### config.mk
export PLATFORM = sky130hd
export DESIGN_NAME = trz_back
export DESIGN_NICKNAME = d
export VERILOG_FILES = /design/src/rtl/trz_pkg.sv /design/src/rtl/trz_back.sv
export SDC_FILE = /design/constraint.sdc
export NUM_CORES = 2
export LEC_CHECK = 0
export BUFFER_PORTS_ARGS = -buffer_cell sky130_fd_sc_hd__buf_4
export CORE_UTILIZATION = 44
export CTS_BUF_LIST = sky130_fd_sc_hd__clkbuf_16
export CTS_CLUSTER_SIZE = 40
export DETAILED_ROUTE_END_ITERATION = 10
export GPL_TIMING_DRIVEN = 0
export PLACE_DENSITY = 0.62
export REMOVE_ABC_BUFFERS = 1
export SLEW_MARGIN = 0
export SYNTH_ARGS = -nofsm -noshare
export SYNTH_HDL_FRONTEND = slang
export SYNTH_SLANG_ARGS = --single-unit
### constraint.sdc
create_clock -name clk -period 11.2 [get_ports clk]
set_input_delay 0.56 -clock clk [delete_from_list [all_inputs] [get_ports clk]]
set_output_delay 0.56 -clock clk [all_outputs]
set_load 0.03 [all_outputs]
### src/rtl/trz_pkg.sv
`timescale 1ns / 1ps
// ----------------------------------------------------------------------------
// trz_pkg
// Shared widths, job record and arithmetic helpers for the triangle rasterizer.
// ----------------------------------------------------------------------------
package trz_pkg;

    localparam int COORD_BITS   = 12;
    localparam int DIFF_BITS    = COORD_BITS + 1;
    localparam int PROD_BITS    = 2 * DIFF_BITS;
    localparam int AREA_BITS    = PROD_BITS + 1;
    localparam int SUM_BITS     = AREA_BITS + 2;
    localparam int S_TDATA_BITS = ((6 * COORD_BITS + 7) / 8) * 8;
    localparam int M_TDATA_BITS = ((2 * COORD_BITS + 7) / 8) * 8;
    localparam int QUEUE_DEPTH  = 4;
    localparam int QUEUE_AW     = $clog2(QUEUE_DEPTH);

    localparam logic CMD_LOAD = 1'b0;
    localparam logic CMD_STEP = 1'b1;

    typedef logic signed [COORD_BITS-1:0] coord_t;
    typedef logic signed [DIFF_BITS-1:0]  diff_t;
    typedef logic signed [PROD_BITS-1:0]  prod_t;
    typedef logic signed [AREA_BITS-1:0]  area_t;
    typedef logic [AREA_BITS-1:0]         mag_t;
    typedef logic [SUM_BITS-1:0]          sum_t;

    // one step request handed from the front end to the arithmetic back end
    typedef struct packed {
        logic   idle;
        logic   last;
        coord_t px;
        coord_t py;
        coord_t ax;
        coord_t ay;
        coord_t bx;
        coord_t by_coord;
        coord_t cx;
        coord_t cy;
    } trz_job_t;

    function automatic diff_t sub_c(input coord_t a, input coord_t b);
        sub_c = diff_t'({a[COORD_BITS-1], a}) - diff_t'({b[COORD_BITS-1], b});
    endfunction

    function automatic prod_t mul_d(input diff_t a, input diff_t b);
        mul_d = prod_t'(a) * prod_t'(b);
    endfunction

    function automatic mag_t abs_a(input area_t v);
        abs_a = v[AREA_BITS-1] ? mag_t'(-v) : mag_t'(v);
    endfunction

endpackage

### src/rtl/trz_back.sv
`timescale 1ns / 1ps
// ----------------------------------------------------------------------------
// trz_back
// Three-stage inside test: edge products, sub-area magnitudes, sum and compare.
// ----------------------------------------------------------------------------
module trz_back
(
    input  logic                        clk,
    input  logic                        rst_n,
    input  logic                        job_valid,
    input  trz_pkg::trz_job_t           job,
    output logic                        pop,
    output logic                        out_valid,
    input  logic                        out_ready,
    output trz_pkg::coord_t             out_px,
    output trz_pkg::coord_t             out_py,
    output logic                        out_inside,
    output logic                        out_last
);

    logic advance;

    // stage 1: products
    logic            s1_valid_reg;
    logic            s1_idle_reg, s1_last_reg;
    trz_pkg::coord_t s1_px_reg, s1_py_reg;
    trz_pkg::prod_t  s1_ab0_reg, s1_ab1_reg, s1_bc0_reg, s1_bc1_reg;
    trz_pkg::prod_t  s1_ca0_reg, s1_ca1_reg, s1_w0_reg, s1_w1_reg;

    // stage 2: magnitudes
    logic            s2_valid_reg;
    logic            s2_idle_reg, s2_last_reg;
    trz_pkg::coord_t s2_px_reg, s2_py_reg;
    trz_pkg::mag_t   s2_ab_reg, s2_bc_reg, s2_ca_reg, s2_w_reg;

    // stage 3: result register
    logic            out_valid_reg;
    logic            out_inside_reg, out_last_reg;
    trz_pkg::coord_t out_px_reg, out_py_reg;

    trz_pkg::sum_t   sub_sum;

    assign advance    = !out_valid_reg || out_ready;
    assign pop        = advance && job_valid;
    assign out_valid  = out_valid_reg;
    assign out_px     = out_px_reg;
    assign out_py     = out_py_reg;
    assign out_inside = out_inside_reg;
    assign out_last   = out_last_reg;

    assign sub_sum = trz_pkg::sum_t'(s2_ab_reg) + trz_pkg::sum_t'(s2_bc_reg)
                   + trz_pkg::sum_t'(s2_ca_reg);

    always_ff @(posedge clk or negedge rst_n)
    begin
        if (!rst_n)
        begin
            s1_valid_reg  <= 1'b0;
            s2_valid_reg  <= 1'b0;
            out_valid_reg <= 1'b0;
        end
        else if (advance)
        begin
            s1_valid_reg  <= job_valid;
            s2_valid_reg  <= s1_valid_reg;
            out_valid_reg <= s2_valid_reg;
        end
    end

    always_ff @(posedge clk)
    begin
        if (advance)
        begin
            // edge cross products (B-A)x(P-A), (C-B)x(P-B), (A-C)x(P-C), (B-A)x(C-A)
            s1_ab0_reg <= trz_pkg::mul_d(trz_pkg::sub_c(job.bx, job.ax),
                                         trz_pkg::sub_c(job.py, job.ay));
            s1_ab1_reg <= trz_pkg::mul_d(trz_pkg::sub_c(job.by_coord, job.ay),
                                         trz_pkg::sub_c(job.px, job.ax));
            s1_bc0_reg <= trz_pkg::mul_d(trz_pkg::sub_c(job.cx, job.bx),
                                         trz_pkg::sub_c(job.py, job.by_coord));
            s1_bc1_reg <= trz_pkg::mul_d(trz_pkg::sub_c(job.cy, job.by_coord),
                                         trz_pkg::sub_c(job.px, job.bx));
            s1_ca0_reg <= trz_pkg::mul_d(trz_pkg::sub_c(job.ax, job.cx),
                                         trz_pkg::sub_c(job.py, job.cy));
            s1_ca1_reg <= trz_pkg::mul_d(trz_pkg::sub_c(job.ay, job.cy),
                                         trz_pkg::sub_c(job.px, job.cx));
            s1_w0_reg  <= trz_pkg::mul_d(trz_pkg::sub_c(job.bx, job.ax),
                                         trz_pkg::sub_c(job.cy, job.ay));
            s1_w1_reg  <= trz_pkg::mul_d(trz_pkg::sub_c(job.by_coord, job.ay),
                                         trz_pkg::sub_c(job.cx, job.ax));
            s1_idle_reg <= job.idle;
            s1_last_reg <= job.last;
            s1_px_reg   <= job.px;
            s1_py_reg   <= job.py;

            s2_ab_reg <= trz_pkg::abs_a(trz_pkg::area_t'(s1_ab0_reg)
                                        - trz_pkg::area_t'(s1_ab1_reg));
            s2_bc_reg <= trz_pkg::abs_a(trz_pkg::area_t'(s1_bc0_reg)
                                        - trz_pkg::area_t'(s1_bc1_reg));
            s2_ca_reg <= trz_pkg::abs_a(trz_pkg::area_t'(s1_ca0_reg)
                                        - trz_pkg::area_t'(s1_ca1_reg));
            s2_w_reg  <= trz_pkg::abs_a(trz_pkg::area_t'(s1_w0_reg)
                                        - trz_pkg::area_t'(s1_w1_reg));
            s2_idle_reg <= s1_idle_reg;
            s2_last_reg <= s1_last_reg;
            s2_px_reg   <= s1_px_reg;
            s2_py_reg   <= s1_py_reg;

            out_inside_reg <= !s2_idle_reg
                              && (sub_sum == trz_pkg::sum_t'(s2_w_reg));
            out_last_reg   <= s2_last_reg;
            out_px_reg     <= s2_px_reg;
            out_py_reg     <= s2_py_reg;
        end
    end

endmodule

==> flow_summary.json <==
{
  "die_area_mm2": 0.182,
  "cp_common_cell": "fa_1",
  "gp_congestion": 1.01,
  "drt_iter0_drc": 3984,
  "violations": "max-capacitance violations, max-slew violations",
  "ioPinCount": 130,
  "cts_resized": 0,
  "syn2layout_area_growth_pct": 7.33,
  "clk_latency_ps": 720,
  "vias": 57700,
  "grtUsageTotal_pct": 26.3,
  "worst_pin_slew_ps": 1520,
  "grt_pass1_wl_um": 357000,
  "path_clk_slew_ps": 60,
  "fin_worst_skew_ps": 39.8,
  "synthCells": 8371,
  "synth-edff-count": 394,
  "clock_path_buffers": 3,
  "final_common_cell": "inv_1",
  "synthFlopType": "edfxtp_1",
  "die_h_um": 426,
  "async_flop_share_pct": 0.756,
  "cpPeakStageDelay_ps": 990,
  "fin_crit_ps": 10180,
  "crit_type": "input port to flop",
  "cpMaxStageDelayCell": "xor2_1",
  "instances_no_fill": 10800,
  "initial_core_util_pct": 44.3,
  "crit_arrival_ps": 10610,
  "antenna_found_initial": 12,
  "max_slew_margin_pct": -1.93,
  "nets": 10700,
  "hold_viol": 0,
  "min_period_over_period_pct": 90.9,
  "most-common-layout-cells": "inv_1 (1631), fa_1 (1347), nor2_1 (833), ha_1 (833), nand2_1 (710)",
  "cts_sinks": 397,
  "cts_buffers": 53,
  "ys_ff_latch": 397,
  "dpl.hpwl_um": 201000,
  "cts_setup_buffers": 0,
  "grt_max_degree": 65,
  "rsz0062_at_grt": "no",
  "drt_wl_total_um": 235000,
  "critPathCaptureType": "flop",
  "root_buffer": "clkbuf_16",
  "ant_nets": 0,
  "drv_slew": 15,
  "htreeDepth": 2,
  "reg2reg_from": "s1_w1_reg[1]",
  "port_buffers": 129,
  "worstHoldStart": "job[97]",
  "cts_tree": "yes",
  "dr.pass1.iters": 6,
  "placed_cells": 10700,
  "ys_seq_area_share_pct": 15.0,
  "setup_viol": 0,
  "crit_path_start_kind": "input port",
  "core_mm2": 0.179,
  "status": "finished, violations left",
  "fp.dieW_um": 426,
  "critical_path_required_ps": 11630,
  "yosysWarnings": 0,
  "cp_max_fo": 11,
  "synth_area_mm2": 0.0792,
  "crit_start": "job[24]",
  "avgSynthCellArea_um2": 9.46,
  "fmax_mhz": 98.2,
  "ys_types": 111,
  "min_path_type": "input port to flop",
  "route.detailed.drc": 0,
  "drive_gt1_share_pct": 4.93,
  "grt_pass1_vias": 59200,
  "max_cap_violations": 2,
  "routed_via_density": 5.34,
  "rows": 155,
  "grt-ovfl-total": 0,
  "post_drt_wl_per_cell_um": 21.8
}
synth_stat cells, types with 162 or more instances:
library cell,n,area share (%)
edfxtp_1,394,15
a21oi_1,258,1.6
xnor2_1,414,4.6
a21o_1,162,1.5
o21ai_0,183,1.2
nor2_1,838,4.0
ha_1,833,13
nand2_1,710,3.4
nand2b_1,209,1.7
fa_1,1347,34
inv_1,1623,7.7
xor2_1,203,2.2
per-layer routing:
metal / up-vias / track usage (%) / wire length (um)
met5: - / 0 / 0
met4: 0 / 15.8 / 17000
met3: 428 / 6.00 / 18500
met2: 1752 / 40.2 / 103000
met1: 29000 / 33.9 / 96500
li1: 26500 / - / -
critical path, delay by kind of cell:
| kind | cells | cell delay [ps] |
|---|---|---|
| xor gates and xnor gates | 2 | 1080 |
| AOI/OAI and AO/OA | 13 | 3820 |
| and+or+nand+nor | 4 | 660 |
| adders and majority gates | 9 | 3950 |
| buffers and inverters | 7 | 510 |
worst paths after layout:
path	end	slack, ps	depth (start not counted)
setup / recovery	s1_w1_reg[25]	1020	35
hold / removal	s1_idle_reg	60	1
setup reg to reg	s2_w_reg[26]	6260	13
hold reg to reg	s2_last_reg	420	0
max in group asynchronous	s2_valid_reg	10910	2
min in group asynchronous	out_valid	200	2
kinds of logic (layout without fill, tap and decap cells):
family	after synthesis	count (layout)	synth area share (%)
buf+inv	1817	1882	8.68
fa+ha+maj	2180	2180	47.2
mux	13	13	0.186
compound gates	993	993	8.35
flops	397	397	15.0
xor+xnor	618	618	6.84
simple gates	2353	2353	13.7
other cells	0	6	0
cell type report:
type,instances,area (um2)
well taps,2355,2950
clock buffers,53,1330
clock inverters,44,529
repair buffers,161,1460
flip-flops and latches,397,11900
multi-input cells,6157,60700
fillers,16900,93600
diodes,6,15.0
inverters,1624,6100
repair_timing:
item	CTS	global route
endpoints found under the setup margin	0	0
endpoints found under the hold margin	5	0
hold buffers	3	0
through the flow:
| step | hold WS (ps) | worst slack, ps | util (%) | instance area [um2] | TNS [ps] |
|---|---|---|---|---|---|
| after detailed placement | 351 | 504 | 46.5 | 83000 | 0 |
| after floorplan | 264 | -448 | - | 78400 | -1020 |
| after CTS | 1.52 | 1240 | 47.5 | 84900 | 0 |
| after global routing | 19.2 | 559 | 47.6 | 85000 | 0 |
| after global placement | 350 | -5150 | 46.1 | 82400 | -1719560 |
| final | 56.1 | 1020 | 47.6 | 85000 | 0 |
Power is left out: the tool's default activity adds up to more than one toggle a clock period on the data nets, which glitch-free logic cannot reach.
