`src/rtl/trz_pkg.sv`:
```
`timescale 1ns / 1ps
// ----------------------------------------------------------------------------
// trz_pkg
// Shared widths, job record and arithmetic helpers for the triangle rasterizer.
// ----------------------------------------------------------------------------
package trz_pkg;

    localparam int COORD_BITS   = 12;
    localparam int DIFF_BITS    = COORD_BITS + 1;
    localparam int PROD_BITS    = 2 * DIFF_BITS;
    localparam int AREA_BITS    = PROD_BITS + 1;
    localparam int SUM_BITS     = AREA_BITS + 2;
    localparam int S_TDATA_BITS = ((6 * COORD_BITS + 7) / 8) * 8;
    localparam int M_TDATA_BITS = ((2 * COORD_BITS + 7) / 8) * 8;
    localparam int QUEUE_DEPTH  = 4;
    localparam int QUEUE_AW     = $clog2(QUEUE_DEPTH);

    localparam logic CMD_LOAD = 1'b0;
    localparam logic CMD_STEP = 1'b1;

    typedef logic signed [COORD_BITS-1:0] coord_t;
    typedef logic signed [DIFF_BITS-1:0]  diff_t;
    typedef logic signed [PROD_BITS-1:0]  prod_t;
    typedef logic signed [AREA_BITS-1:0]  area_t;
    typedef logic [AREA_BITS-1:0]         mag_t;
    typedef logic [SUM_BITS-1:0]          sum_t;

    // one step request handed from the front end to the arithmetic back end
    typedef struct packed {
        logic   idle;
        logic   last;
        coord_t px;
        coord_t py;
        coord_t ax;
        coord_t ay;
        coord_t bx;
        coord_t by_coord;
        coord_t cx;
        coord_t cy;
    } trz_job_t;

    function automatic diff_t sub_c(input coord_t a, input coord_t b);
        sub_c = diff_t'({a[COORD_BITS-1], a}) - diff_t'({b[COORD_BITS-1], b});
    endfunction

    function automatic prod_t mul_d(input diff_t a, input diff_t b);
        mul_d = prod_t'(a) * prod_t'(b);
    endfunction

    function automatic mag_t abs_a(input area_t v);
        abs_a = v[AREA_BITS-1] ? mag_t'(-v) : mag_t'(v);
    endfunction

endpackage

```
`src/rtl/trz_front.sv`:
```
`timescale 1ns / 1ps
// ----------------------------------------------------------------------------
// trz_front
// Command front end: latches triangles, keeps the box scan, issues step jobs.
// ----------------------------------------------------------------------------
module trz_front
(
    input  logic                clk,
    input  logic                rst_n,
    input  logic                accept,
    input  logic                command,
    input  trz_pkg::coord_t     ax,
    input  trz_pkg::coord_t     ay,
    input  trz_pkg::coord_t     bx,
    input  trz_pkg::coord_t     by_coord,
    input  trz_pkg::coord_t     cx,
    input  trz_pkg::coord_t     cy,
    output logic                push,
    output trz_pkg::trz_job_t   push_job
);

    trz_pkg::coord_t ax_reg, ay_reg, bx_reg, by_reg, cx_reg, cy_reg;
    trz_pkg::coord_t max_x_reg, min_y_reg, max_y_reg;
    trz_pkg::coord_t scan_x_reg, scan_y_reg;
    trz_pkg::coord_t scan_x_next, scan_y_next;
    logic            active_reg, active_next;
    trz_pkg::coord_t min_x, max_x, min_y, max_y;
    logic            is_load;
    logic            fin;
    logic            y_end;

    assign is_load = accept && (command == trz_pkg::CMD_LOAD);
    assign push    = accept && (command == trz_pkg::CMD_STEP);
    assign y_end   = (scan_y_reg >= max_y_reg);
    assign fin     = (scan_x_reg >= max_x_reg) && y_end;

    // bounding box of the incoming vertices
    always_comb
    begin
        min_x = (ax < bx) ? ax : bx;
        min_x = (min_x < cx) ? min_x : cx;
        max_x = (ax > bx) ? ax : bx;
        max_x = (max_x > cx) ? max_x : cx;
        min_y = (ay < by_coord) ? ay : by_coord;
        min_y = (min_y < cy) ? min_y : cy;
        max_y = (ay > by_coord) ? ay : by_coord;
        max_y = (max_y > cy) ? max_y : cy;
    end

    always_comb
    begin
        push_job.idle     = !active_reg;
        push_job.last     = !active_reg || fin;
        push_job.px       = active_reg ? scan_x_reg : '0;
        push_job.py       = active_reg ? scan_y_reg : '0;
        push_job.ax       = ax_reg;
        push_job.ay       = ay_reg;
        push_job.bx       = bx_reg;
        push_job.by_coord = by_reg;
        push_job.cx       = cx_reg;
        push_job.cy       = cy_reg;
    end

    always_comb
    begin
        scan_x_next = scan_x_reg;
        scan_y_next = scan_y_reg;
        active_next = active_reg;
        if (is_load)
        begin
            scan_x_next = min_x;
            scan_y_next = min_y;
            active_next = 1'b1;
        end
        else if (push && active_reg)
        begin
            if (fin)
            begin
                active_next = 1'b0;
            end
            else if (y_end)
            begin
                scan_y_next = min_y_reg;
                scan_x_next = scan_x_reg + 1'b1;
            end
            else
            begin
                scan_y_next = scan_y_reg + 1'b1;
            end
        end
    end

    always_ff @(posedge clk or negedge rst_n)
    begin
        if (!rst_n)
        begin
            scan_x_reg <= '0;
            scan_y_reg <= '0;
            active_reg <= 1'b0;
        end
        else
        begin
            scan_x_reg <= scan_x_next;
            scan_y_reg <= scan_y_next;
            active_reg <= active_next;
        end
    end

    always_ff @(posedge clk)
    begin
        if (is_load)
        begin
            ax_reg    <= ax;
            ay_reg    <= ay;
            bx_reg    <= bx;
            by_reg    <= by_coord;
            cx_reg    <= cx;
            cy_reg    <= cy;
            max_x_reg <= max_x;
            min_y_reg <= min_y;
            max_y_reg <= max_y;
        end
    end

    a_load_starts_scan: assert property (@(posedge clk) disable iff (!rst_n)
        is_load |=> active_reg)
        else $error("load did not start a scan");

    a_scan_in_box: assert property (@(posedge clk) disable iff (!rst_n)
        active_reg |-> (scan_y_reg >= min_y_reg) && (scan_y_reg <= max_y_reg)
                       && (scan_x_reg <= max_x_reg))
        else $error("scan position left the bounding box");

endmodule

```
`config.mk`:
```
export PLATFORM = sky130hd
export DESIGN_NAME = trz_front
export DESIGN_NICKNAME = d
export VERILOG_FILES = /design/src/rtl/trz_pkg.sv /design/src/rtl/trz_front.sv
export SDC_FILE = /design/constraint.sdc
export NUM_CORES = 1
export LEC_CHECK = 0
export BUFFER_PORTS_ARGS = -buffer_cell sky130_fd_sc_hd__buf_2
export CAP_MARGIN = 25
export CORE_UTILIZATION = 50
export CTS_CLUSTER_DIAMETER = 120
export CTS_CLUSTER_SIZE = 40
export DETAILED_ROUTE_END_ITERATION = 12
export PLACE_DENSITY = 0.82
export SYNTH_ARGS = -nofsm -noshare
export SYNTH_HDL_FRONTEND = slang
export SYNTH_SLANG_ARGS = --single-unit
```
`constraint.sdc`:
```
create_clock -name clk -period 3.9 [get_ports clk]
set_clock_uncertainty 0.05 [all_clocks]
set_input_delay 0.195 -clock clk [delete_from_list [all_inputs] [get_ports clk]]
set_output_delay 0.195 -clock clk [all_outputs]
set_load 0.005 [all_outputs]
```
==> run_summary.xml <==
<?xml version="1.0" encoding="UTF-8"?>
<metrics>
  <group name="sta">
    <metric name="tns" unit="ns">-9.30</metric>
    <metric name="setup_viol" unit="">54</metric>
    <metric name="period_minus_slack" unit="ns">4.21</metric>
    <metric name="finalHoldViolations" unit="">0</metric>
    <metric name="timing.final.ws_setup" unit="ns">-0.311</metric>
    <metric name="max_freq" unit="MHz">237</metric>
    <metric name="grt_setup_unrepaired" unit="">yes</metric>
    <metric name="slew_headroom" unit="">0.393</metric>
    <metric name="final-max-slew-violation-count" unit="">0</metric>
    <metric name="tightest_pin_transition" unit="ns">0.911</metric>
    <metric name="min_period_over_period" unit="">1.08</metric>
  </group>
  <group name="cts">
    <metric name="clock-sinks" unit="">133</metric>
    <metric name="worst_setup_hold_path_clk_slew" unit="ns">0.06</metric>
    <metric name="clkLatencyLatePin" unit="ns">0.44</metric>
    <metric name="cts.path.max_buffers" unit="">2</metric>
    <metric name="number_of_buffers_added_by_the_clock_tree_synthesis_step" unit="">17</metric>
    <metric name="cts_tree" unit="">built</metric>
    <metric name="htreeDepth" unit="">4</metric>
    <metric name="clock_tree.root_cell" unit="">sky130_fd_sc_hd__clkbuf_16</metric>
  </group>
  <group name="power_and_ir_drop">
    <metric name="p_sw" unit="mW">2.44</metric>
    <metric name="cell_internal_pwr" unit="mW">4.09</metric>
    <metric name="clkPwrFrac" unit="">0.249</metric>
    <metric name="power.share.sequential" unit="">0.307</metric>
    <metric name="netSwitchingFraction" unit="">0.373</metric>
    <metric name="power_density" unit="nW/um^2">504</metric>
    <metric name="cellLeakagePower" unit="nW">5.81</metric>
    <metric name="p_comb_frac" unit="">0.443</metric>
    <metric name="vdd_ir_drop_max" unit="mV">0.426</metric>
  </group>
  <group name="job">
    <metric name="maxCapViolCount" unit="">0</metric>
  </group>
  <group name="synthesis">
    <metric name="sequential_fraction_of_the_synthesis_area" unit="">0.445</metric>
    <metric name="yosys_warnings" unit="">0</metric>
    <metric name="synth_edf_count" unit="">108</metric>
    <metric name="synthesized_netlist_cell_count" unit="">832</metric>
    <metric name="syn-mean-instance-area" unit="um^2">10.5</metric>
    <metric name="synth.distinct_cells" unit="">62</metric>
    <metric name="synth_ff_type" unit="">sky130_fd_sc_hd__edfxtp_1</metric>
    <metric name="async_reset_ff_frac" unit="">0.188</metric>
    <metric name="mappedNetlistArea" unit="um^2">8700</metric>
    <metric name="postSynthNetCount" unit="">1004</metric>
    <metric name="ys_ff_latch" unit="">133</metric>
  </group>
  <group name="worst_setup_path">
    <metric name="timing.critical_path.to_type" unit="">flop</metric>
    <metric name="regToRegSetupSlack" unit="ns">0.02</metric>
    <metric name="startpoint_of_the_lowest_slack_register_to_register_path" unit="">scan_x_reg[6]</metric>
    <metric name="worstPathRequired" unit="ns">4.16</metric>
    <metric name="criticalPathCategory" unit="">in -&gt; reg</metric>
    <metric name="worst_ep_arrival_time" unit="ns">4.47</metric>
    <metric name="crit_path_capture" unit="">scan_x_reg[9]</metric>
    <metric name="worst_setup_path_startpoint" unit="">bx[6]</metric>
    <metric name="worst_path_maximum_fanout" unit="">9</metric>
    <metric name="r2r_end" unit="">scan_x_reg[11]</metric>
    <metric name="worstSetupStartpointType" unit="">primary input</metric>
    <metric name="worst_reg2reg_path_length_in_cells" unit="">9</metric>
  </group>
  <group name="route">
    <metric name="antenna_violating_nets_post_route" unit="">0</metric>
    <metric name="detail_route.drc_violations" unit="">0</metric>
    <metric name="vias_per_cell" unit="">6.49</metric>
    <metric name="detailroute.via_count" unit="">9389</metric>
    <metric name="drt_iter0_markers" unit="">1121</metric>
    <metric name="drt-wirelength-per-cell" unit="um">24.1</metric>
    <metric name="detail_route.wirelength" unit="mm">34.9</metric>
    <metric name="dr.pass1.iters" unit="">6</metric>
  </group>
  <group name="die">
    <metric name="floorplan.die.height" unit="um">134</metric>
    <metric name="die_ar" unit="um^2">17900</metric>
    <metric name="die_width" unit="um">134</metric>
    <metric name="io-pin-count" unit="">175</metric>
    <metric name="floorplan_row_count" unit="">47</metric>
    <metric name="core-area" unit="um^2">16800</metric>
    <metric name="initial_utilization" unit="">0.519</metric>
  </group>
  <group name="grt">
    <metric name="grt_max_degree" unit="">75</metric>
    <metric name="global_route.usage.total" unit="">0.313</metric>
    <metric name="grt_pass1_vias" unit="">8453</metric>
    <metric name="grt_pass1_wl" unit="mm">43.2</metric>
    <metric name="antenna_found_initial" unit="">2</metric>
    <metric name="grt_overflow" unit="">0</metric>
  </group>
  <group name="layout">
    <metric name="multi_input_comb_area" unit="um^2">5030</metric>
    <metric name="finish.net_count" unit="">1383</metric>
    <metric name="stdcell_count" unit="">1446</metric>
    <metric name="area_delta_synth_final" unit="%">48.9</metric>
    <metric name="sequential_cell_area" unit="um^2">3870</metric>
    <metric name="fillCellCount" unit="">871</metric>
    <metric name="fin_util" unit="">0.773</metric>
    <metric name="drive_gt1_frac" unit="">0.426</metric>
  </group>
  <group name="run_status">
    <metric name="violated_checks" unit="">negative setup slack</metric>
    <metric name="run_status" unit="">complete, but fails checks</metric>
  </group>
  <group name="placement">
    <metric name="gp_congestion" unit="">0.962</metric>
    <metric name="dp_hpwl" unit="mm">18.7</metric>
    <metric name="io_buffers" unit="">174</metric>
    <metric name="total_instance_count_after_detailed_placement" unit="">1333</metric>
  </group>
  <group name="worst_hold_path">
    <metric name="hp-class" unit="">in -&gt; reg</metric>
  </group>
</metrics>
## routing by layer
layer,part of all wire,vias to the layer above,track usage
met5,0,-,0
met4,0.088,0,0.174
met3,0.11,279,0.0695
met2,0.46,860,0.515
met1,0.34,4393,0.380
li1,-,3857,-
## worst max-delay path, stage by stage
cell	delay, ns
sky130_fd_sc_hd__buf_8	0.09
sky130_fd_sc_hd__inv_6	0.04
sky130_fd_sc_hd__ha_4	0.28
sky130_fd_sc_hd__nand4_1	0.26
sky130_fd_sc_hd__nor2_2	0.19
sky130_fd_sc_hd__o211ai_1	0.14
sky130_fd_sc_hd__and3b_2	0.26
sky130_fd_sc_hd__a21oi_4	0.16
sky130_fd_sc_hd__buf_4	0.14
sky130_fd_sc_hd__buf_8	0.14
sky130_fd_sc_hd__mux2_2	0.41
sky130_fd_sc_hd__ha_4	0.32
sky130_fd_sc_hd__nand4_1	0.13
sky130_fd_sc_hd__or2_4	0.28
sky130_fd_sc_hd__nor2_1	0.16
sky130_fd_sc_hd__nand4_1	0.16
sky130_fd_sc_hd__o31ai_4	0.31
sky130_fd_sc_hd__buf_6	0.19
sky130_fd_sc_hd__mux2_2	0.36
sky130_fd_sc_hd__nor2_1	0.15
sky130_fd_sc_hd__nor3_1	0.09
## power by group through the flow
stage / Combinational (mW) / Sequential [mW] / Clock (mW)
after floorplan: 1.43 / 1.95 / 0
after global placement: 2.22 / 2.00 / 0
after detailed placement: 2.32 / 2.00 / 0
after CTS: 2.42 / 1.97 / 1.61
after global routing: 3.07 / 2.02 / 1.68
final: 2.89 / 2.00 / 1.63
## cell usage in the layout (no fill, tap or decap), types with 34 or more instances in the layout
cell type	n
sky130_fd_sc_hd__a21oi_1	34
sky130_fd_sc_hd__buf_2	155
sky130_fd_sc_hd__buf_4	153
sky130_fd_sc_hd__dlygate4sd3_1	45
sky130_fd_sc_hd__edfxtp_1	108
sky130_fd_sc_hd__ha_1	71
sky130_fd_sc_hd__inv_1	72
sky130_fd_sc_hd__nand2_1	51
sky130_fd_sc_hd__nor2_1	40
sky130_fd_sc_hd__o21ai_0	43
## stage by stage
stage          total power, mW  setup slack, ns  hold slack [ns]  area, um^2
3_5_place_dp              4.32           -0.534            0.192       10900
4_1_cts                   6.00          0.00118         0.000326       12000
2_1_floorplan             3.39          -0.0106           -0.151        8880
3_3_place_gp              4.22           -0.464            0.194       10900
6_report                  6.52           -0.311          0.00695       12900
5_1_grt                   6.77           -0.379           0.0105       12900
## Yosys cell counts (2+ instances only)
cell	number	area share
sky130_fd_sc_hd__mux2i_1	13	0.015
sky130_fd_sc_hd__mux2_4	9	0.016
sky130_fd_sc_hd__a311oi_1	3	0.0030
sky130_fd_sc_hd__nand4b_1	3	0.0030
sky130_fd_sc_hd__dfrtp_1	25	0.072
sky130_fd_sc_hd__o21a_1	5	0.0043
sky130_fd_sc_hd__nand4_1	19	0.014
sky130_fd_sc_hd__nand3_1	18	0.010
sky130_fd_sc_hd__buf_1	2	0.00086
sky130_fd_sc_hd__ha_1	96	0.14
sky130_fd_sc_hd__o211ai_1	8	0.0069
sky130_fd_sc_hd__xor2_1	7	0.0070
sky130_fd_sc_hd__clkbuf_1	21	0.0091
sky130_fd_sc_hd__and3_1	8	0.0058
sky130_fd_sc_hd__or4_1	2	0.0017
sky130_fd_sc_hd__a221o_1	12	0.014
sky130_fd_sc_hd__nor2_1	45	0.019
sky130_fd_sc_hd__o32ai_1	5	0.0050
sky130_fd_sc_hd__edfxtp_1	108	0.37
sky130_fd_sc_hd__o31a_1	2	0.0020
sky130_fd_sc_hd__a211oi_1	3	0.0026
sky130_fd_sc_hd__a22oi_1	10	0.0086
sky130_fd_sc_hd__a211o_1	2	0.0020
sky130_fd_sc_hd__xnor2_1	3	0.0030
sky130_fd_sc_hd__a21o_1	10	0.0086
sky130_fd_sc_hd__nand2b_1	4	0.0029
sky130_fd_sc_hd__nor2b_1	9	0.0065
sky130_fd_sc_hd__buf_2	4	0.0023
sky130_fd_sc_hd__inv_1	88	0.038
sky130_fd_sc_hd__o221ai_1	3	0.0030
sky130_fd_sc_hd__mux2_2	43	0.056
sky130_fd_sc_hd__o31ai_1	5	0.0043
sky130_fd_sc_hd__a21oi_1	48	0.028
sky130_fd_sc_hd__a31oi_1	3	0.0022
sky130_fd_sc_hd__nand2_1	54	0.023
sky130_fd_sc_hd__or2_2	2	0.0014
sky130_fd_sc_hd__nor3_1	29	0.017
sky130_fd_sc_hd__o22ai_1	2	0.0014
sky130_fd_sc_hd__o21ai_0	57	0.033
sky130_fd_sc_hd__and2_1	20	0.014
## area by class of cell
type,count,area share
timing repair buffer,387,0.218
inverter,89,0.0275
multi-input combinational,583,0.389
antenna,2,0.000386
clock inverter,13,0.0115
clock buffer,19,0.0334
sequential,133,0.299
tap,220,0.0213
## worst min-delay path by stage
| stage | slack [ns] | depth (start not counted) | from | to |
|---|---|---|---|---|
| 2_1_floorplan | -0.15 | 0 | rst_n | active_reg |
| 3_3_place_gp | 0.19 | 1 | rst_n | scan_y_reg[6] |
| 3_5_place_dp | 0.19 | 1 | rst_n | scan_y_reg[6] |
| 4_1_cts | 0.0003 | 2 | bx[4] | bx_reg[4] |
| 5_1_grt | 0.01 | 2 | by_coord[1] | by_reg[1] |
| 6_report | 0.007 | 2 | by_coord[2] | by_reg[2] |
## cells by family (layout without fill, tap and decap cells)
group / Yosys count / in the layout / synth area share
buf+inv: 117 / 508 / 0.0515
xor+xnor: 10 / 10 / 0.0101
simple gates: 221 / 222 / 0.127
other cells: 0 / 2 / 0
compound gates: 190 / 190 / 0.142
fa+ha+maj: 96 / 96 / 0.138
flops: 133 / 133 / 0.445
mux: 65 / 65 / 0.0862
## timing repair
| item | 4_1_cts | 5_1_grt |
|---|---|---|
| hold buffers | 38 | 7 |
| gates resized for setup | 13 | 143 |
| pin swaps | 9 | 59 |
| buffers inserted | 8 | 24 |
| endpoints found under the setup margin | 31 | 59 |
| cloned | 0 | 2 |
| endpoints found under the hold margin | 62 | 7 |
Note: power is estimated with default switching activity, not from simulation.
